[config.mk]
export PLATFORM = sky130hd
export DESIGN_NAME = bvis_front
export DESIGN_NICKNAME = d
export VERILOG_FILES = /design/src/rtl/core/bvis_pkg.sv /design/src/rtl/core/bvis_front.sv
export SDC_FILE = /design/constraint.sdc
export NUM_CORES = 2
export LEC_CHECK = 0
export ABC_CLOCK_PERIOD_IN_PS = 6800
export CAP_MARGIN = 20
export CORE_UTILIZATION = 62
export DETAILED_ROUTE_END_ITERATION = 7
export DONT_BUFFER_PORTS = 1
export PLACE_DENSITY = 0.81
export RECOVER_POWER = 100
export SLEW_MARGIN = 20
export SYNTH_ARGS = -nofsm -noshare
export SYNTH_HDL_FRONTEND = slang
export SYNTH_SLANG_ARGS = --single-unit
[constraint.sdc]
create_clock -name clk -period 6.8 [get_ports clk]
set_input_delay 0.68 -clock clk [delete_from_list [all_inputs] [get_ports clk]]
set_output_delay 0.68 -clock clk [all_outputs]
set_load 0.01 [all_outputs]
[src/rtl/core/bvis_pkg.sv]
// Shared constants, types and state codes of the box volume insertion sort.
package bvis_pkg;

	// Store capacity and box dimension width.
	localparam int MAX_BOXES = 64;
	localparam int DIM_BITS = 20;

	// Derived widths and the output number width.
	localparam int PROD_BITS = 2 * DIM_BITS;
	localparam int VOL_BITS = 3 * DIM_BITS;
	localparam int ADDR_BITS = $clog2(MAX_BOXES);
	localparam int CNT_BITS = $clog2(MAX_BOXES + 1);
	localparam int NUM_OUT_BITS = 6;

	// Depth of the queue between the front and back parts.
	localparam int QUEUE_DEPTH = 2;
	localparam int QPTR_BITS = $clog2(QUEUE_DEPTH);
	localparam int QCNT_BITS = $clog2(QUEUE_DEPTH + 1);

	typedef logic [DIM_BITS-1:0] dim_t;
	typedef logic [PROD_BITS-1:0] prod_t;
	typedef logic [VOL_BITS-1:0] vol_t;
	typedef logic [ADDR_BITS-1:0] addr_t;
	typedef logic [CNT_BITS-1:0] cnt_t;
	typedef logic [NUM_OUT_BITS-1:0] num_out_t;
	typedef logic [QPTR_BITS-1:0] qptr_t;
	typedef logic [QCNT_BITS-1:0] qcnt_t;

	// One classified box as handed from the front part to the back part.
	typedef struct packed {
		vol_t volume;
		logic last;
	} item_t;

	// One entry of the sorted store.
	typedef struct packed {
		vol_t volume;
		addr_t number;
	} entry_t;

	localparam int ENTRY_BITS = $bits(entry_t);

	// Sequencer states of the back part.
	typedef enum logic [4:0] {
		ST_IDLE  = 5'b00001,
		ST_SHIFT = 5'b00010,
		ST_PLACE = 5'b00100,
		ST_EMIT  = 5'b01000,
		ST_LOAD  = 5'b10000
	} state_t;

endpackage

[src/rtl/core/bvis_front.sv]
// Front part: accepts boxes and computes each volume in two multiply stages.
module bvis_front (
	input  logic              clk,
	input  logic              arst_n,
	input  bvis_pkg::dim_t    length_x,
	input  bvis_pkg::dim_t    length_y,
	input  bvis_pkg::dim_t    length_z,
	input  logic              last_box,
	input  logic              box_valid,
	output logic              box_stall,
	output logic              item_valid,
	output bvis_pkg::item_t   item,
	input  logic              item_ready
);

	logic              v_s1;
	bvis_pkg::prod_t   xy_s1;
	bvis_pkg::dim_t    z_s1;
	logic              last_s1;

	logic              v_s2;
	bvis_pkg::prod_t   plo_s2;
	bvis_pkg::prod_t   phi_s2;
	logic              last_s2;

	logic              ready_s1;
	logic              ready_s2;
	logic              take_in;

	// Each stage moves on when it is empty or its successor takes its contents.
	assign ready_s2 = !v_s2 || item_ready;
	assign ready_s1 = !v_s1 || ready_s2;
	assign box_stall = !ready_s1;
	assign take_in = box_valid && ready_s1;

	// Stage valid flags.
	always_ff @(posedge clk or negedge arst_n) begin
		if (!arst_n) begin
			v_s1 <= 1'b0;
			v_s2 <= 1'b0;
		end else begin
			if (ready_s1) begin
				v_s1 <= box_valid;
			end
			if (ready_s2) begin
				v_s2 <= v_s1;
			end
		end
	end

	// First stage forms x*y; the second multiplies it by z in two halves.
	always_ff @(posedge clk) begin
		if (take_in) begin
			xy_s1 <= bvis_pkg::prod_t'(length_x) * bvis_pkg::prod_t'(length_y);
			z_s1 <= length_z;
			last_s1 <= last_box;
		end
		if (ready_s2 && v_s1) begin
			plo_s2 <= bvis_pkg::prod_t'(xy_s1[bvis_pkg::DIM_BITS-1:0])
				* bvis_pkg::prod_t'(z_s1);
			phi_s2 <= bvis_pkg::prod_t'(xy_s1[bvis_pkg::PROD_BITS-1:bvis_pkg::DIM_BITS])
				* bvis_pkg::prod_t'(z_s1);
			last_s2 <= last_s1;
		end
	end

	// Combine the partial products into the full volume.
	assign item_valid = v_s2;
	assign item.volume = {phi_s2, bvis_pkg::dim_t'(0)} + bvis_pkg::vol_t'(plo_s2);
	assign item.last = last_s2;

endmodule

# ---- Word-level counts from Yosys, hierarchy flattened
# Cells that the tools add are included.
dict set report totals {
  regBits 144
  output_inout_bits 63
}
dict set report op_classes {
  multipliers 3
  reduce_logical 7
  add_sub_neg 1
}
# cell n
set ops {}
lappend ops {{multiplier 20 x 20 -> 40 bit} 3}
lappend ops {{adder 60 x 40 -> 60 bit} 1}
lappend ops {{logical NOT 1 bit} 3}
lappend ops {{logical AND 1 bit} 2}
lappend ops {{logical OR 1 bit} 2}

# ---- Logic depth before layout (Yosys ltp)
dict set report logic_depth {
  ltp_word 4
  mapped_depth 26
}

# ---- Worst setup path before layout
# Ideal clock, no wire load.
dict set report synth_timing {
  kind {in2reg}
  start {in length_x[10]}
  end {reg xy_s1[32] (data pin)}
  n_path_buf 2
  cell_stages 23
  arrival_time_ns 6.339
  t_required_ns 6.538
  slack_ns 0.200
  cell_sequence {clkbuf_1 > and2_1 > fa_1 > inv_1 > fa_1 > fa_1 > fa_1 > inv_1 > fa_1 > fa_1 > inv_1 > fa_1 > inv_1 > ha_1 > clkbuf_1 > a21o_1 > a31oi_1 > o21ai_0 > a31oi_1 > a21bo_2 > a31oi_1 > o21ai_1 > xor2_1}
}
dict set report synth_via {
  elab_chain_cells 1
}
# item line
set synth_lines {}
lappend synth_lines {{from (decl)} bvis_front.sv:5} ;# input bvis_pkg::dim_t length_x,
lappend synth_lines {{multiplier 20 x 20 -> 40 bit} bvis_front.sv:54} ;# xy_s1 <= bvis_pkg::prod_t'(length_x) * bvis_pkg::prod_t'(length_y);
lappend synth_lines {{to (signal assigned)} bvis_front.sv:54}
lappend synth_lines {{to (decl)} bvis_front.sv:17} ;# bvis_pkg::prod_t xy_s1;
# Every way passes these cells.
# A chain may end at the register's enable or synchronous reset.

# ---- Worst setup path in the final report
dict set report layout_timing {
  start {reg xy_s1[6]}
  end {reg plo_s2[26] (data pin)}
}
dict set report layout_via {
  elab_chain_cells 1
}
# item line
set layout_lines {}
lappend layout_lines {{multiplier 20 x 20 -> 40 bit} bvis_front.sv:60} ;# * bvis_pkg::prod_t'(z_s1);
lappend layout_lines {{to (signal assigned)} bvis_front.sv:59} ;# plo_s2 <= bvis_pkg::prod_t'(xy_s1[bvis_pkg::DIM_BITS-1:0])
lappend layout_lines {{to (decl)} bvis_front.sv:22} ;# bvis_pkg::prod_t plo_s2;
# Every way passes these cells.

==> flow_summary.json <==
{
  "crit_type": "register to register",
  "max_freq_ghz": 0.147,
  "clkLatencyLatePin_ps": 500,
  "dp_slack_ps": -45.3,
  "routed-via-count": 33800,
  "worst_pin_slew_ps": 4550,
  "gp_routability_congestion": 0.921,
  "row_count": 99,
  "initial_core_util": 0.631,
  "post-dp-hpwl_um": 93300,
  "layout-drive-gt1-share": 0.0589,
  "rsz0062_at_grt": "true",
  "async_flop_share": 0.0139,
  "whs_path_depth": 0,
  "die_h_um": 276,
  "critical_path.startpoint_type": "register",
  "r2r-end": "plo_s2[26]",
  "clk_pin_slew_ps": 70,
  "synth.area.top_cells": "fa_1, ha_1, and2_1",
  "clockRootBuffer": "clkbuf_16",
  "synth_enable_flop_cells": 142,
  "core_area_mm2": 0.0735,
  "die_w_um": 276,
  "ys_ff_latch": 144,
  "grt_usage": 0.317,
  "setup_viol": 0,
  "seq_area_frac_synth": 0.0930,
  "synth_top_flop_cell": "edfxtp_1",
  "synthCells": 4989,
  "min_period_over_period": 0.997,
  "avgViaCountPerCell": 5.75,
  "synthToLayoutAreaGrowth_pct": 5.30,
  "clock_path_buffers": 2,
  "cts_buffers": 17,
  "setup_tns_ps": 0,
  "r2r-start": "xy_s1[6]",
  "min_period_ps": 6780,
  "max-slew-margin-rel": -2.03,
  "outcome": "complete, but fails checks",
  "hp-class": "input pin to register",
  "ios": 128,
  "grt_pass1_wl_um": 187000,
  "grt_pass1_vias": 35900,
  "nFillCells": 5528,
  "cts.sinks": 144,
  "required_ps": 7070,
  "dieArea_mm2": 0.0759,
  "drt-pass1-iter-count": 5,
  "cts-htree-levels": 4,
  "drtAntennaViolNets": 0,
  "critPathLaunch": "xy_s1[6]",
  "drt-initial-drc-count": 2782,
  "path_max_fanout": 8,
  "layout.nets": 6403,
  "synth_area_mm2": 0.0464,
  "cts_tree": "yes",
  "synth.net_count": 6485,
  "drc": 0,
  "failed_checks": "capacitance limit, slew limit",
  "grt.overflow.total": 0,
  "antenna_found_initial": 2,
  "cp-end-kind": "register",
  "final_cells": 5881,
  "yosysTopAreaCellShare": 0.415,
  "placedCellCount": 5796,
  "max-cap-violations": 5,
  "hold_viol_final": 0,
  "io_buffers": 0,
  "r2r_cells": 19,
  "grt_max_degree": 62,
  "worstPathArrival_ps": 7050,
  "synth_area_per_cell_um2": 9.30,
  "wirelength_um": 116000,
  "drv_slew": 198,
  "rrSetupSlack_ps": 20,
  "synth_area_leader_cell": "fa_1",
  "yosysWarningCount": 0,
  "endpoint": "plo_s2[26]",
  "synth.distinct_cells": 79,
  "finClkSkew_ps": 17.0,
  "wl_per_cell_um": 19.8,
  "timing.final.ws_setup_ps": 18.9
}
==> critical path: stages (launching register included) <==
cell	delay, ps
edfxtp_1	530
buf_4	240
and2_0	170
fa_1	490
fa_1	520
inv_1	50
fa_1	520
inv_1	70
fa_1	450
ha_1	300
fa_1	500
fa_1	410
ha_1	370
and3_4	240
nand3_4	90
o2111ai_1	430
a21oi_2	150
or2_2	340
o21ai_0	320
xor2_1	370
==> layout make-up <==
| type | instances | area (um^2) | area share |
|---|---|---|---|
| multi-input combinational | 3480 | 37100 | 0.759 |
| sequential | 144 | 4310 | 0.0883 |
| inverter | 1064 | 3990 | 0.0818 |
| timing repair buffer | 200 | 1660 | 0.0340 |
| tap | 959 | 1200 | 0.0246 |
| clock buffer | 19 | 433 | 0.00886 |
| clock inverter | 13 | 151 | 0.00310 |
| antenna | 2 | 5.00 | 0.000102 |
==> Yosys cell counts (4+ instances only) <==
cell      instances
clkbuf_1        276
nand2_1         599
and2_1          690
edfxtp_1        142
and4_1            4
fa_1            961
o21ai_1           9
o31ai_1           6
o21a_1           15
a21oi_1         136
nor4_1            5
nand4_1          29
a21o_1           73
xnor2_1          99
and3_1           15
buf_4            21
or2_2             4
nor2b_1           8
inv_1          1064
a211oi_1          9
ha_1            470
o211ai_1          6
nand2b_1         12
xor2_1           54
o21ai_0          52
a31oi_1          20
o21bai_1         24
nand3_1          26
a211o_1           7
nor3_1           17
nor2_1           58
==> cell families after synthesis <==
logic type	Yosys count	share of synthesized area
adders and majority gates	1431	0.542
and+or+nand+nor	1482	0.164
xor gates and xnor gates	153	0.0289
DFF	144	0.0930
buffers and inverters	1365	0.112
muxes	1	0.000216
AOI/OAI and AO/OA	413	0.0599
==> state kept, by name, summed over array words and instances (netlist names) <==
name and count:
xy_s1 40, phi_s2 40, plo_s2 40, last_s1 1, z_s1 20, item_valid 1
last_s2 1, v_s1 1
==> stage by stage <==
| step | hold slack, ps | util | instance area, um^2 |
|---|---|---|---|
| final | 268 | 0.665 | 48800 |
| after global routing | 242 | 0.665 | 48800 |
| after CTS | 247 | 0.656 | 48200 |
| after detailed placement | 384 | 0.647 | 47600 |
| after global placement | 384 | 0.647 | 47600 |
| after floorplan | 384 | - | 46400 |
==> repair_timing <==
item | in CTS | in global routing
pin swaps | 1 | 25
hold endpoints to repair | 2 | 0
endpoints found under the setup margin | 3 | 30
hold buffers | 1 | 0
cloned | 0 | 2
setup buffers | 4 | 44
gates resized for setup | 1 | 72
==> layer usage <==
| metal | wire length (um) | global-route usage | share of wire | up-vias |
|---|---|---|---|---|
| li1 | - | - | - | 14800 |
| met1 | 44600 | 0.409 | 0.38 | 17000 |
| met2 | 56100 | 0.519 | 0.48 | 1605 |
| met3 | 10300 | 0.0645 | 0.089 | 375 |
| met4 | 5210 | 0.139 | 0.045 | 2 |
| met5 | 13 | 0 | 0.00011 | - |
==> worst min path at each step <==
stage                  to      from  slack, ps
3_5_place_dp         v_s1    arst_n        380
4_1_cts           last_s1  last_box        250
5_1_grt           last_s1  last_box        240
6_report          last_s1  last_box        270
3_3_place_gp   item_valid    arst_n        380
2_1_floorplan  item_valid    arst_n        380
==> cell usage in the layout (no fill, tap or decap), types with 11 or more instances in the layout <==
cell type / netlist / layout
a31oi_1: 20 / 19
xnor2_1: 99 / 99
and2_1: 690 / 662
nor3_1: 17 / 15
buf_4: 21 / 164
ha_1: 470 / 461
o21a_1: 15 / 15
o21ai_0: 52 / 52
a21oi_1: 136 / 127
edfxtp_1: 142 / 142
and2_0: 0 / 24
nand4_1: 29 / 29
a21oi_2: 3 / 11
clkbuf_16: 0 / 19
buf_12: 0 / 11
fa_1: 961 / 954
a21o_1: 73 / 73
xor2_1: 54 / 54
and3_1: 15 / 15
inv_1: 1064 / 1064
nand3_1: 26 / 26
o21bai_1: 24 / 24
nand2b_1: 12 / 12
nand2_1: 599 / 597
nor2_1: 58 / 58
Power is not shown: default switching activity piles up to over one toggle a cycle in this logic, so the estimate is an artifact.
