===== config.mk =====
export PLATFORM = sky130hd
export DESIGN_NAME = bvis_queue
export DESIGN_NICKNAME = d
export VERILOG_FILES = /design/src/rtl/core/bvis_pkg.sv /design/src/rtl/core/bvis_queue.sv
export SDC_FILE = /design/constraint.sdc
export NUM_CORES = 1
export LEC_CHECK = 0
export ABC_AREA = 0
export BUFFER_PORTS_ARGS = -buffer_cell sky130_fd_sc_hd__buf_2
export CORE_AREA = 2 2 114 116
export CTS_CLUSTER_SIZE = 16
export DETAILED_ROUTE_END_ITERATION = 12
export DIE_AREA = 0 0 116 118
export GPL_TIMING_DRIVEN = 0
export SETUP_SLACK_MARGIN = 0.15
export SKIP_CTS_REPAIR_TIMING = 1
export SYNTH_ARGS = -nofsm -noshare
export SYNTH_HDL_FRONTEND = slang
export SYNTH_SLANG_ARGS = --single-unit

===== constraint.sdc =====
create_clock -name clk -period 4.5 [get_ports clk]
set_input_delay 0 -clock clk [delete_from_list [all_inputs] [get_ports clk]]
set_output_delay 0 -clock clk [all_outputs]
set_load 0.03 [all_outputs]

===== src/rtl/core/bvis_pkg.sv =====
// Shared constants, types and state codes of the box volume insertion sort.
package bvis_pkg;

	// Store capacity and box dimension width.
	localparam int MAX_BOXES = 64;
	localparam int DIM_BITS = 20;

	// Derived widths and the output number width.
	localparam int PROD_BITS = 2 * DIM_BITS;
	localparam int VOL_BITS = 3 * DIM_BITS;
	localparam int ADDR_BITS = $clog2(MAX_BOXES);
	localparam int CNT_BITS = $clog2(MAX_BOXES + 1);
	localparam int NUM_OUT_BITS = 6;

	// Depth of the queue between the front and back parts.
	localparam int QUEUE_DEPTH = 2;
	localparam int QPTR_BITS = $clog2(QUEUE_DEPTH);
	localparam int QCNT_BITS = $clog2(QUEUE_DEPTH + 1);

	typedef logic [DIM_BITS-1:0] dim_t;
	typedef logic [PROD_BITS-1:0] prod_t;
	typedef logic [VOL_BITS-1:0] vol_t;
	typedef logic [ADDR_BITS-1:0] addr_t;
	typedef logic [CNT_BITS-1:0] cnt_t;
	typedef logic [NUM_OUT_BITS-1:0] num_out_t;
	typedef logic [QPTR_BITS-1:0] qptr_t;
	typedef logic [QCNT_BITS-1:0] qcnt_t;

	// One classified box as handed from the front part to the back part.
	typedef struct packed {
		vol_t volume;
		logic last;
	} item_t;

	// One entry of the sorted store.
	typedef struct packed {
		vol_t volume;
		addr_t number;
	} entry_t;

	localparam int ENTRY_BITS = $bits(entry_t);

	// Sequencer states of the back part.
	typedef enum logic [4:0] {
		ST_IDLE  = 5'b00001,
		ST_SHIFT = 5'b00010,
		ST_PLACE = 5'b00100,
		ST_EMIT  = 5'b01000,
		ST_LOAD  = 5'b10000
	} state_t;

endpackage


===== src/rtl/core/bvis_queue.sv =====
// Short queue that decouples the front part from the back part.
module bvis_queue (
	input  logic              clk,
	input  logic              arst_n,
	input  logic              push_valid,
	input  bvis_pkg::item_t   push_item,
	output logic              push_ready,
	output logic              pop_valid,
	output bvis_pkg::item_t   pop_item,
	input  logic              pop_ready
);

	bvis_pkg::item_t   mem_q [bvis_pkg::QUEUE_DEPTH];
	bvis_pkg::qptr_t   wr_ptr_q;
	bvis_pkg::qptr_t   rd_ptr_q;
	bvis_pkg::qcnt_t   cnt_q;
	logic              do_push;
	logic              do_pop;

	assign push_ready = cnt_q != bvis_pkg::qcnt_t'(bvis_pkg::QUEUE_DEPTH);
	assign pop_valid = cnt_q != bvis_pkg::qcnt_t'(0);
	assign pop_item = mem_q[rd_ptr_q];
	assign do_push = push_valid && push_ready;
	assign do_pop = pop_valid && pop_ready;

	// Pointers and fill level.
	always_ff @(posedge clk or negedge arst_n) begin
		if (!arst_n) begin
			wr_ptr_q <= '0;
			rd_ptr_q <= '0;
			cnt_q <= '0;
		end else begin
			if (do_push) begin
				wr_ptr_q <= (wr_ptr_q == bvis_pkg::qptr_t'(bvis_pkg::QUEUE_DEPTH - 1))
					? '0 : wr_ptr_q + bvis_pkg::qptr_t'(1);
			end
			if (do_pop) begin
				rd_ptr_q <= (rd_ptr_q == bvis_pkg::qptr_t'(bvis_pkg::QUEUE_DEPTH - 1))
					? '0 : rd_ptr_q + bvis_pkg::qptr_t'(1);
			end
			if (do_push && !do_pop) begin
				cnt_q <= cnt_q + bvis_pkg::qcnt_t'(1);
			end else if (do_pop && !do_push) begin
				cnt_q <= cnt_q - bvis_pkg::qcnt_t'(1);
			end
		end
	end

	// Entry storage.
	always_ff @(posedge clk) begin
		if (do_push) begin
			mem_q[wr_ptr_q] <= push_item;
		end
	end

endmodule


## Word level (Yosys, flattened, before mapping)

Memories as Yosys holds them, arrays and structs flattened.
Index checks and enable logic that the tools add are counted.
W data, S select, Z words.

| storage, ports and cells | value |
|---|---|
| bits of input ports | 65 |
| output and inout bits | 63 |
| word-level logic and storage cells | 23 |
| memories kept | 1 |
| bits in registers | 4 |
| RAM bits | 122 |

Memory list:

| memory | depth | bits a word | rd ports | clocked after memory_dff | write ports | RTL line | source |
|---|---|---|---|---|---|---|---|
| mem_q | 2 | 61 | 1 | 0 | 1 | bvis_queue.sv:13 | `bvis_pkg::item_t mem_q [bvis_pkg::QUEUE_DEPTH];` |

| operators by class | value |
|---|---|
| muxes and demuxes | 6 |
| eq/ne operators | 1 |
| reduce and logical (&&, ||, !) cells | 8 |
| add/subtract/negate cells | 4 |

Operator list:

| cell | number |
|---|---|
| $logic_and A1 B1 Y1 | 4 |
| $mux W1 | 4 |
| $mux W2 | 2 |
| $reduce_bool A2 Y1 | 2 |
| $add A1 B1 Y1 const B | 2 |
| $add A2 B1 Y2 const B | 1 |
| $logic_not A1 Y1 | 2 |
| $ne A2 B2 Y1 const B | 1 |
| $sub A2 B1 Y2 const B | 1 |

## Longest topological paths before layout

Gate-level depths: netlist of run 1.

| depth | value |
|---|---|
| word-level depth | 6 |
| mapped depth | 7 |
| mapped depth without buffers | 7 |

## Least setup slack after synthesis of run 1

OpenSTA, ideal clock, no wires.

| path | value |
|---|---|
| path kind | register to register |
| from | register cnt_q[0] |
| to | memory mem_q[0][0] (netlist bit), enable pin |
| cell stages (with the launch flop) | 4 |
| clock period less this slack | 3,923 ps |
| path buffers | 0 |
| slack | 577 ps |
| setup time | 480 ps |
| data arrival time | 3,443 ps |
| data required time | 4,020 ps |
| cells stage by stage | dfrtp_1 > nand2b_1 > nand2_1 > nor2_1 |

| between the ends | value |
|---|---|
| word-level cells in the longest chain between the ends | 4 |

RTL lines:

| element | RTL line | source |
|---|---|---|
| from (decl) | bvis_queue.sv:16 | `bvis_pkg::qcnt_t cnt_q;` |
| from (signal assigned) | bvis_queue.sv:42 | `cnt_q <= cnt_q + bvis_pkg::qcnt_t'(1);` |
| from (signal assigned) | bvis_queue.sv:44 | `cnt_q <= cnt_q - bvis_pkg::qcnt_t'(1);` |
| $ne A2 B2 Y1 | bvis_queue.sv:20 | `assign push_ready = cnt_q != bvis_pkg::qcnt_t'(bvis_pkg::QUEUE_DEPTH);` |
| via push_ready | bvis_queue.sv:7 | `output logic push_ready,` |
| $logic_and A1 B1 Y1 | bvis_queue.sv:23 | `assign do_push = push_valid && push_ready;` |
| $mux W1 | bvis_queue.sv:51 | `if (do_push) begin` |
| $mux W1 (not written as such) | bvis_queue.sv:52 | `mem_q[wr_ptr_q] <= push_item;` |
| to (decl) | bvis_queue.sv:13 |  |

The timed path passes the listed nets, and every way through them passes these cells.

## Worst setup path after layout of run 1

| path | value |
|---|---|
| from | register cnt_q[0] |
| to | memory mem_q[1][53] (netlist bit), enable pin |

| between the ends | value |
|---|---|
| word-level cells in the longest chain between the ends | 4 |

RTL lines:

| element | RTL line |
|---|---|
| $ne A2 B2 Y1 | bvis_queue.sv:20 |
| $logic_and A1 B1 Y1 | bvis_queue.sv:23 |
| $mux W1 | bvis_queue.sv:51 |
| $mux W1 (not written as such) | bvis_queue.sv:52 |

Every way passes these cells.

==> flow_metrics.env, run 1 <==
export IMPL_path_cells="nand2b_1 > and3_4"
export IMPL_die_area_um2=13690
export IMPL_portBuffers=127
export IMPL_antenna_found_initial=0
export IMPL_yosysSeqAreaShare_pct=76.85
export IMPL_worst_r2r_setup_slack_ps=2710
export IMPL_grt_pass1_vias=2543
export IMPL_synth_most_common_cell="edfxtp_1"
export IMPL_ant_nets=0
export IMPL_dr_total_vias=2608
export IMPL_final_cells=606
export IMPL_worst_path_largest_cell_delay_ps=790
export IMPL_overflow=0
export IMPL_synthArstFlopShare_pct=3.175
export IMPL_row_count=41
export IMPL_avgSynthCellArea_um2=23.54
export IMPL_core_um2=12410
export IMPL_min_period_over_period_pct=39.73
export IMPL_grt_pass1_wl_um=12630
export IMPL_worst_path_max_delay_cell="and3_4"
export IMPL_switching_share_pct=32.90
export IMPL_switchingPower_mw=1.572
export IMPL_end_kind="flip-flop"
export IMPL_critPathLaunchType="flip-flop"
export IMPL_grt_max_degree=62
export IMPL_power_share_clock_pct=26.0
export IMPL_leakage_nw=2.836
export IMPL_crit_required_ps=4530
export IMPL_r2r_end="mem_q[1][53]"
export IMPL_critical_path_peak_fanout=61
export IMPL_maxCapViolations=0
export IMPL_die_height_um=118
export IMPL_synth_seq_cells=126
export IMPL_ctsLongestPathBuffers=2
export IMPL_max_freq_mhz=559.4
export IMPL_drive_gt1_share_pct=51.15
export IMPL_place_hpwl_um=5266
export IMPL_synth_ff_type="edfxtp_1"
export IMPL_syn_area_um2=4897
export IMPL_cts_root_buf="clkbuf_16"
export IMPL_hold_path_class="input port to flip-flop"
export IMPL_hold_worst_slack_ps=313.5
export IMPL_clk_latency_ps=400
export IMPL_min_period_ps=1788
export IMPL_outcome="complete, no violations"
export IMPL_fp_dieW_um=116
export IMPL_clock_skew_ps=4.877
export IMPL_drt_vias_per_instance=4.304
export IMPL_synthDominantCellAreaShare_pct=74.81
export IMPL_cts_sinks=126
export IMPL_p_per_area_nw_per_um2=683.5
export IMPL_wl_per_cell_um=14.17
export IMPL_ys_warn_count=0
export IMPL_syn_nets=274
export IMPL_synth_edff_count=122
export IMPL_fin_nets=487
export IMPL_drtPass1Iterations=4
export IMPL_worst_pin_slew_ps=880.3
export IMPL_vdd_drop_max_uv=512.4
export IMPL_cts_htree_levels=4
export IMPL_power_frac_comb_pct=38.8
export IMPL_path_delay_family="simple AND/OR/NAND/NOR gates"
export IMPL_first_iter_violations=95
export IMPL_crit_reg2reg_launch="cnt_q[0]"
export IMPL_io_pins=128
export IMPL_cts_tree="built"
export IMPL_setup_tns_ps=0
export IMPL_max_slew_margin_rel_pct=41.31
export IMPL_drt_total_wl_um=8588
export IMPL_power_frac_seq_pct=35.2
export IMPL_crit_type="flip-flop to flip-flop"
export IMPL_cts_buffers=17
export IMPL_rsz0062_at_grt="no"
export IMPL_dpl_cell_count=509
export IMPL_initial_utilization_pct=39.45
export IMPL_place_gp_congestion=0.6442
export IMPL_slew_viol_final=0
export IMPL_n_antenna_cell=0
export IMPL_setup_viol=0
export IMPL_min_to="mem_q[0][31]"
export IMPL_internal_power_mw=3.206
export IMPL_yosys_top_cells_area="edfxtp_1 75%, mux2_4 18%, buf_12 2.5%"
export IMPL_grt_util_all_layers_pct=12.63
export IMPL_path_buf_inv=0
export IMPL_ys_top_cells_by_count="122 x edfxtp_1, 59 x mux2_4, 6 x buf_12, 4 x dfrtp_1, 3 x xnor2_1"
export IMPL_hold_depth=2
export IMPL_crit_arrival_ps=1810
export IMPL_post_synth_num_cell_types=15
export IMPL_hp_start="push_item[31]"
export IMPL_drc_errors=0
export IMPL_finalHoldViolCount=0
export IMPL_clkTransAtPathRegs_ps=50
export IMPL_rr_worst_depth=2
export IMPL_synthToLayoutAreaGrowth_pct=42.74
export IMPL_synth_top_cell_by_area="edfxtp_1"
export IMPL_netlist_instances=208
-- final cells by class --
class | instances | area (µm²)
flip-flops and latches | 126 | 3764
plain buffers | 7 | 131.4
multi-input cells | 74 | 1011
inverters | 1 | 3.754
repair buffers | 194 | 1326
well taps | 172 | 215.2
clock buffers | 21 | 440.4
clock inverters | 11 | 98.84
fillers | 1012 | 5424
-- cell usage in the layout (no fill, tap or decap), drive strengths merged --
cell           n
buf          136
or2            1
mux2          61
clkinv         9
nor2           2
clkbuf        21
nand2b         1
xnor2          3
ha             1
dfrtp          4
inv            1
and3           1
bufinv         2
xor2           2
edfxtp       122
nand2          2
dlygate4sd3   65
-- kinds of logic after synthesis --
logic type / Yosys count / share of synthesized area, %
flops: 126 / 76.85
fa+ha+maj: 1 / 0.2555
buf+inv: 8 / 2.759
xor+xnor: 5 / 0.8944
mux: 61 / 18.55
simple gates: 7 / 0.6902
-- registers in the layout, indices dropped and copies added, names as in the netlist --
| register | cells |
|---|---|
| cnt_q | 2 |
| mem_q | 122 |
| rd_ptr_q | 1 |
| wr_ptr_q | 1 |
-- through the flow --
step / setup WS [ps] / power (mW) / cell area, µm² / util, %
6_report: 2712 / 4.778 / 6990 / 56.31
3_5_place_dp: 2695 / 3.550 / 5801 / 46.72
2_1_floorplan: 576.9 / 3.114 / 4897 / -
3_3_place_gp: -770.5 / 3.524 / 5748 / 46.30
5_1_grt: 2578 / 4.997 / 6990 / 56.31
4_1_cts: 2679 / 4.803 / 6340 / 51.07
-- layer usage --
| metal | share of wire [%] | vias up | global-route usage [%] |
|---|---|---|---|
| li1 | - | 1252 | - |
| met1 | 41 | 1263 | 13.77 |
| met2 | 53 | 79 | 20.80 |
| met5 | 0 | - | 0 |
| met3 | 4.3 | 14 | 4.737 |
| met4 | 2.0 | 0 | 7.366 |
-- power groups by stage --
stage	Clock (mW)	Combinational, mW	Sequential, mW
2_1_floorplan	0	1.41	1.70
3_3_place_gp	0	1.80	1.72
3_5_place_dp	0	1.84	1.71
4_1_cts	1.27	1.85	1.68
5_1_grt	1.33	1.97	1.71
6_report	1.24	1.86	1.68
-- worst max-delay path by stage --
stage	start	to	slack, ps	cells past startpoint
after floorplan	cnt_q[0]	mem_q[0][0]	580	3
after global placement	cnt_q[0]	mem_q[0][1]	-770	3
after detailed placement	cnt_q[0]	mem_q[1][8]	2690	2
after CTS	cnt_q[0]	mem_q[1][1]	2680	2
after global routing	cnt_q[0]	mem_q[1][1]	2580	2
final	cnt_q[0]	mem_q[1][53]	2710	2
Note: power is estimated with default switching activity, not from simulation.
==> inputs of run 2 (changes only) <==
--- a/config.mk
+++ b/config.mk
@@ -5,12 +5,12 @@
 export SDC_FILE = /design/constraint.sdc
 export NUM_CORES = 1
 export LEC_CHECK = 0
-export ABC_AREA = 0
+export ABC_AREA = 1
 export BUFFER_PORTS_ARGS = -buffer_cell sky130_fd_sc_hd__buf_2
-export CORE_AREA = 2 2 114 116
+export CORE_AREA = 2 2 112 114
 export CTS_CLUSTER_SIZE = 16
 export DETAILED_ROUTE_END_ITERATION = 12
-export DIE_AREA = 0 0 116 118
+export DIE_AREA = 0 0 114 116
 export GPL_TIMING_DRIVEN = 0
 export SETUP_SLACK_MARGIN = 0.15
 export SKIP_CTS_REPAIR_TIMING = 1
==> constraint.sdc (replaced) <==
create_clock -name clk -period 1.75 [get_ports clk]
set_input_delay 0 -clock clk [delete_from_list [all_inputs] [get_ports clk]]
set_output_delay 0 -clock clk [all_outputs]
set_load 0.03 [all_outputs]
==> run 2 against run 1 <==
Critical path depth grew 4. Global-route usage grew 2.2 points. Non-clock buffer count grew 10. Synthesized cell count grew 67%. Utilization grew 1.3 points. Die area shrank 3.4%. Total power grew to 2.6 times the previous value. Design area shrank 1.8%. Register-to-register slack lost 2400 ps.
==> flow_metrics.env, run 2 <==
export IMPL_drc_errors=0
export IMPL_synthToLayoutAreaGrowth_pct=46.09
export IMPL_switching_share_pct=37.72
export IMPL_cts_sinks=126
export IMPL_outcome="complete, no violations"
export IMPL_switchingPower_mw=4.717
export IMPL_min_period_over_period_pct=85.69
export IMPL_first_iter_violations=120
export IMPL_cts_root_buf="clkbuf_16"
export IMPL_final_common_cell="nand2_1"
export IMPL_critPathLaunchType="flip-flop"
export IMPL_wl_per_cell_um=13.76
export IMPL_row_count=40
export IMPL_netlist_instances=347
export IMPL_hp_start="push_item[58]"
export IMPL_hold_depth=2
export IMPL_dr_total_vias=3224
export IMPL_dpl_cell_count=625
export IMPL_io_pins=128
export IMPL_synthDominantCellAreaShare_pct=77.96
export IMPL_overflow=0
export IMPL_final_cells=723
export IMPL_critical_path_peak_fanout=10
export IMPL_crit_start="rd_ptr_q"
export IMPL_synth_top_cell_by_area="edfxtp_1"
export IMPL_synth_most_common_cell="nand2_1"
export IMPL_grt_pass1_vias=2885
export IMPL_drt_total_wl_um=9952
export IMPL_clk_latency_ps=410
export IMPL_ctsLongestPathBuffers=2
export IMPL_vdd_drop_max_uv=1114
export IMPL_layout_common_cells="191 x nand2_1, 123 x buf_2, 122 x edfxtp_1"
export IMPL_synth_edff_count=122
export IMPL_leakage_nw=2.990
export IMPL_min_to="mem_q[0][58]"
export IMPL_portBuffers=127
export IMPL_crit_type="flip-flop to output pin"
export IMPL_ant_nets=0
export IMPL_reg_top3="mem_q (122), cnt_q (2)"
export IMPL_grt_pass1_wl_um=14310
export IMPL_crit_arrival_ps=1500
export IMPL_place_gp_congestion=0.6750
export IMPL_avgSynthCellArea_um2=13.54
export IMPL_cts_tree="built"
export IMPL_post_synth_num_cell_types=14
export IMPL_p_per_area_nw_per_um2=1821
export IMPL_clkTransAtPathRegs_ps=50
export IMPL_rsz0062_at_grt="no"
export IMPL_fp_dieW_um=114
export IMPL_drt_vias_per_instance=4.459
export IMPL_rr_worst_depth=9
export IMPL_n_antenna_cell=0
export IMPL_worst_pin_slew_ps=222.7
export IMPL_antenna_found_initial=0
export IMPL_internal_power_mw=7.787
export IMPL_drtPass1Iterations=4
export IMPL_worst_r2r_setup_slack_ps=290
export IMPL_end_kind="output pin"
export IMPL_syn_nets=413
export IMPL_cts_buffers=17
export IMPL_crit_reg2reg_launch="cnt_q[0]"
export IMPL_ys_top_cells_by_count="192 x nand2_1, 122 x edfxtp_1, 7 x buf_6, 6 x buf_4, 6 x inv_1"
export IMPL_setup_viol=0
export IMPL_yosys_top_cells_area="edfxtp_1 78%, nand2_1 15%, dfrtp_1 2.1%"
export IMPL_grt_util_all_layers_pct=14.88
export IMPL_crit_required_ps=1750
export IMPL_max_slew_margin_rel_pct=85.10
export IMPL_initial_utilization_pct=39.45
export IMPL_die_height_um=116
export IMPL_hold_path_class="input port to flip-flop"
export IMPL_syn_area_um2=4700
export IMPL_power_share_clock_pct=26.7
export IMPL_fin_nets=630
export IMPL_power_frac_seq_pct=34.4
export IMPL_core_um2=11910
export IMPL_maxCapViolations=0
export IMPL_largest_register="mem_q"
export IMPL_r2r_end="cnt_q[1]"
export IMPL_finalHoldViolCount=0
export IMPL_ys_warn_count=0
export IMPL_synth_seq_cells=126
export IMPL_place_hpwl_um=6197
export IMPL_drive_gt1_share_pct=30.38
export IMPL_synth_ff_type="edfxtp_1"
export IMPL_synthArstFlopShare_pct=3.175
export IMPL_clock_skew_ps=6.566
export IMPL_slew_viol_final=0
export IMPL_yosysSeqAreaShare_pct=80.09
export IMPL_grt_max_degree=27
export IMPL_die_area_um2=13220
export IMPL_cts_htree_levels=4
export IMPL_largest_register_ff_count=122
export IMPL_max_freq_mhz=666.8
export IMPL_power_frac_comb_pct=38.9
export IMPL_hold_worst_slack_ps=309.9
export IMPL_min_period_ps=1500
-- run 2: cell types whose count changed after synthesis, sizes merged --
cell / previous run / this run
buf: 7 / 13
xnor2: 3 / 1
nand2: 2 / 193
mux2: 61 / 0
nand3: 0 / 2
and3: 1 / 0
inv: 1 / 7
nand4: 0 / 1
or2: 1 / 0
nand2b: 1 / 0
xor2: 2 / 1
-- run 2: worst max-delay path, stage by stage (launching register included) --
cell	delay, ps
dfrtp_1	370
buf_6	150
inv_8	100
buf_6	150
nand2_1	50
nand2_1	60
buf_2	200
-- run 2: area by class of cell --
cell class | count | area [µm²]
Inverter | 7 | 33.78
Timing Repair Buffer | 198 | 1391
Tap cell | 147 | 183.9
Sequential cell | 126 | 3764
Buffer | 13 | 123.9
Clock inverter | 11 | 123.9
Multi-Input combinational cell | 201 | 808.3
Fill cell | 988 | 5046
Clock buffer | 20 | 436.7
-- run 2: per-layer routing --
| layer | wire (µm) | global-route usage [%] | up-vias |
|---|---|---|---|
| li1 | - | - | 1607 |
| met5 | 0 | 0 | - |
| met2 | 4986 | 23.73 | 99 |
| met3 | 597 | 6.485 | 11 |
| met4 | 134 | 5.854 | 0 |
| met1 | 4233 | 17.94 | 1507 |
-- run 2: cell families after synthesis --
group	share of synthesized area, %
xor+xnor	0.3728
fa+ha+maj	0.2662
buf+inv	3.301
flops	80.09
simple gates	15.97
-- run 2: how the worst max path moves through the flow --
stage	end	slack, ps	depth (start not counted)
after global routing	pop_item[58]	150	6
final	pop_item[32]	250	6
after global placement	mem_q[0][57]	-740	4
after detailed placement	mem_q[0][50]	40	5
after CTS	mem_q[0][60]	30	5
after floorplan	mem_q[0][0]	-240	4
-- run 2: through the flow --
stage | total power [mW] | worst slack, ps | setup TNS [ps] | utilization, % | cell area (µm²)
after global routing | 13.21 | 149.6 | 0 | 57.64 | 6865
after CTS | 12.53 | 32.71 | 0 | 51.94 | 6187
after floorplan | 7.593 | -242.7 | -28280 | - | 4727
final | 12.50 | 250.4 | 0 | 57.64 | 6865
after global placement | 8.952 | -744.9 | -89200 | 46.57 | 5547
after detailed placement | 9.130 | 41.12 | 0 | 47.24 | 5627
-- run 2: power groups by stage --
| stage | logic [mW] | clock network, mW | registers [mW] |
|---|---|---|---|
| final | 4.86 | 3.34 | 4.30 |
| after global routing | 5.29 | 3.57 | 4.36 |
| after CTS | 4.79 | 3.44 | 4.30 |
| after detailed placement | 4.78 | 0 | 4.35 |
| after global placement | 4.58 | 0 | 4.37 |
| after floorplan | 3.26 | 0 | 4.34 |
==> inputs of run 3 (changes only) <==
--- a/config.mk
+++ b/config.mk
@@ -12,6 +12,7 @@
 export DETAILED_ROUTE_END_ITERATION = 12
 export DIE_AREA = 0 0 114 116
 export GPL_TIMING_DRIVEN = 0
+export PLACE_DENSITY = 0.69
 export SETUP_SLACK_MARGIN = 0.15
 export SKIP_CTS_REPAIR_TIMING = 1
 export SYNTH_ARGS = -nofsm -noshare
==> run 3 against run 2 <==
Non-clock buffer count rose by 1. Sequential cell count stayed put. Clock skew about the same. Sequential power barely moved. Global-route usage is 0.29 points lower. Sequential share of layout area shrank 0.060 points. Combinational power about the same. First-iteration DRC count increased by 41%. Total power grew 0.22%. Maximum frequency shrank 2.1%. Register-to-register slack worse by 70 ps.
==> flow_metrics.env, run 3 (synthesis gave the netlist of run 2 again) <==
export IMPL_preCtsSetupSlack_ps=103.7
export IMPL_fp_dieW_um=114
export IMPL_drt_vias_per_instance=4.436
export IMPL_max_freq_mhz=652.8
export IMPL_setup_viol=0
export IMPL_cts_root_buf="clkbuf_16"
export IMPL_path_cells="inv_2 > nand2_4 > nand2_4 > nor2_4 > buf_12"
export IMPL_r2r_end="mem_q[1][44]"
export IMPL_min_period_ps=1532
export IMPL_ant_nets=0
export IMPL_reg_top3="mem_q (122), cnt_q (2)"
export IMPL_final_common_cell="nand2_1"
export IMPL_crit_reg2reg_launch="cnt_q[0]"
export IMPL_grt_util_all_layers_pct=14.59
export IMPL_max_slew_margin_rel_pct=75.86
export IMPL_antenna_found_initial=0
export IMPL_rr_worst_depth=5
export IMPL_hold_worst_slack_ps=317.3
export IMPL_dpl_cell_count=625
export IMPL_min_to="mem_q[1][37]"
export IMPL_hp_start="push_item[37]"
export IMPL_use_met3_pct=6.276
export IMPL_finalWorstSetupSlack_ps=218.0
export IMPL_ctsLongestPathBuffers=2
export IMPL_min_period_over_period_pct=87.54
export IMPL_fin_util_pct=57.70
export IMPL_critical_path_peak_fanout=28
export IMPL_dr_total_vias=3212
export IMPL_path_buf_inv=2
export IMPL_path_delay_family="simple AND/OR/NAND/NOR gates"
export IMPL_worst_r2r_setup_slack_ps=220
export IMPL_largest_register="mem_q"
export IMPL_portBuffers=127
export IMPL_grt_max_degree=29
export IMPL_rsz0062_at_grt="no"
export IMPL_first_iter_violations=169
export IMPL_end_kind="flip-flop"
export IMPL_worst_pin_slew_ps=361.3
export IMPL_cts_tree="built"
export IMPL_path_common_cell="nand2_4"
export IMPL_fill_cells=931
export IMPL_clock_skew_ps=6.334
export IMPL_clk_latency_ps=400
export IMPL_place_hpwl_um=6183
export IMPL_outcome="complete, no violations"
export IMPL_drtPass1Iterations=4
export IMPL_worst_path_max_delay_cell="dfrtp_1"
export IMPL_final_cells=724
export IMPL_die_area_um2=13220
export IMPL_hold_depth=2
export IMPL_finalHoldViolCount=0
export IMPL_clkTransAtPathRegs_ps=50
export IMPL_cts_buffers=17
export IMPL_slew_viol_final=0
export IMPL_critPathLaunchType="flip-flop"
export IMPL_io_pins=128
export IMPL_cts_htree_levels=4
export IMPL_grt_busiest_layer="met2"
export IMPL_die_height_um=116
export IMPL_crit_required_ps=1840
export IMPL_grt_pass1_vias=2911
export IMPL_fin_nets=631
export IMPL_place_gp_congestion=0.7132
export IMPL_worst_path_largest_cell_delay_ps=400
export IMPL_drive_gt1_share_pct=30.50
export IMPL_crit_type="flip-flop to flip-flop"
export IMPL_overflow=0
export IMPL_drc_errors=0
export IMPL_leakage_nw=2.995
export IMPL_maxCapViolations=0
export IMPL_wl_per_cell_um=14.02
export IMPL_largest_register_ff_count=122
export IMPL_core_um2=11910
export IMPL_row_count=40
export IMPL_grt_met1_usage_pct=17.62
export IMPL_drt_total_wl_um=10150
export IMPL_n_antenna_cell=0
export IMPL_grt_pass1_wl_um=14260
export IMPL_p_per_area_nw_per_um2=1823
export IMPL_cts_sinks=126
export IMPL_initial_utilization_pct=39.45
export IMPL_crit_arrival_ps=1630
export IMPL_met2_usage_pct=23.97
export IMPL_hold_path_class="input port to flip-flop"
export IMPL_synthToLayoutAreaGrowth_pct=46.25
export IMPL_vdd_drop_max_uv=1071
export IMPL_layout_common_cells="191 x nand2_1, 123 x buf_2, 122 x edfxtp_1"
## run 3: cell types whose count changed in the layout (fill, tap and decap cells not counted), sizes merged
cell	previous run	this run
buf	144	143
clkbuf	22	24
## run 3: layout make-up
cell class                 count  area [µm²]  area share (%)
inverter                       7       33.78          0.4915
clock buffer                  20       436.7           6.354
buffer                        13       123.9           1.802
multi-input combinational    201       808.3           11.76
timing repair buffer         199        1399           20.35
clock inverter                11       123.9           1.802
sequential                   126        3764           54.76
tap                          147       183.9           2.676
## run 3: worst reg2reg max path, delay by kind of cell (launching register included)
kind | cells | cell delay, ps
buf+inv | 2 | 320
simple gates | 3 | 470
flops | 1 | 400
## run 3: stage by stage
stage / setup TNS, ps / cell area (µm²) / power, mW
after floorplan: -28280 / 4727 / 7.593
after global placement: -79290 / 5547 / 8.921
after detailed placement: 0 / 5627 / 9.127
after CTS: 0 / 6187 / 12.48
after global routing: 0 / 6873 / 13.20
final: 0 / 6873 / 12.53
## run 3: report_power, final
group          leakage (nW)  switching [mW]  internal, mW
clock                 0.275            1.14          2.19
combinational          1.54            3.42          1.48
sequential             1.18           0.181          4.13
## run 3: layer usage
layer | routed length, µm | vias up
met5 | 0 | -
met4 | 93 | 0
met3 | 530 | 9
met2 | 5325 | 92
met1 | 4203 | 1505
li1 | - | 1606
## run 3: worst max path at each step
stage                        start      endpoint  slack [ps]  cells past startpoint
after floorplan           cnt_q[0]   mem_q[0][0]        -240                      4
after global placement    cnt_q[0]  mem_q[0][41]        -660                      4
after detailed placement  cnt_q[0]  mem_q[0][51]         100                      5
after CTS                 cnt_q[0]  mem_q[0][51]          90                      5
after global routing      rd_ptr_q  pop_item[11]         150                      6
final                     cnt_q[0]  mem_q[1][44]         220                      5
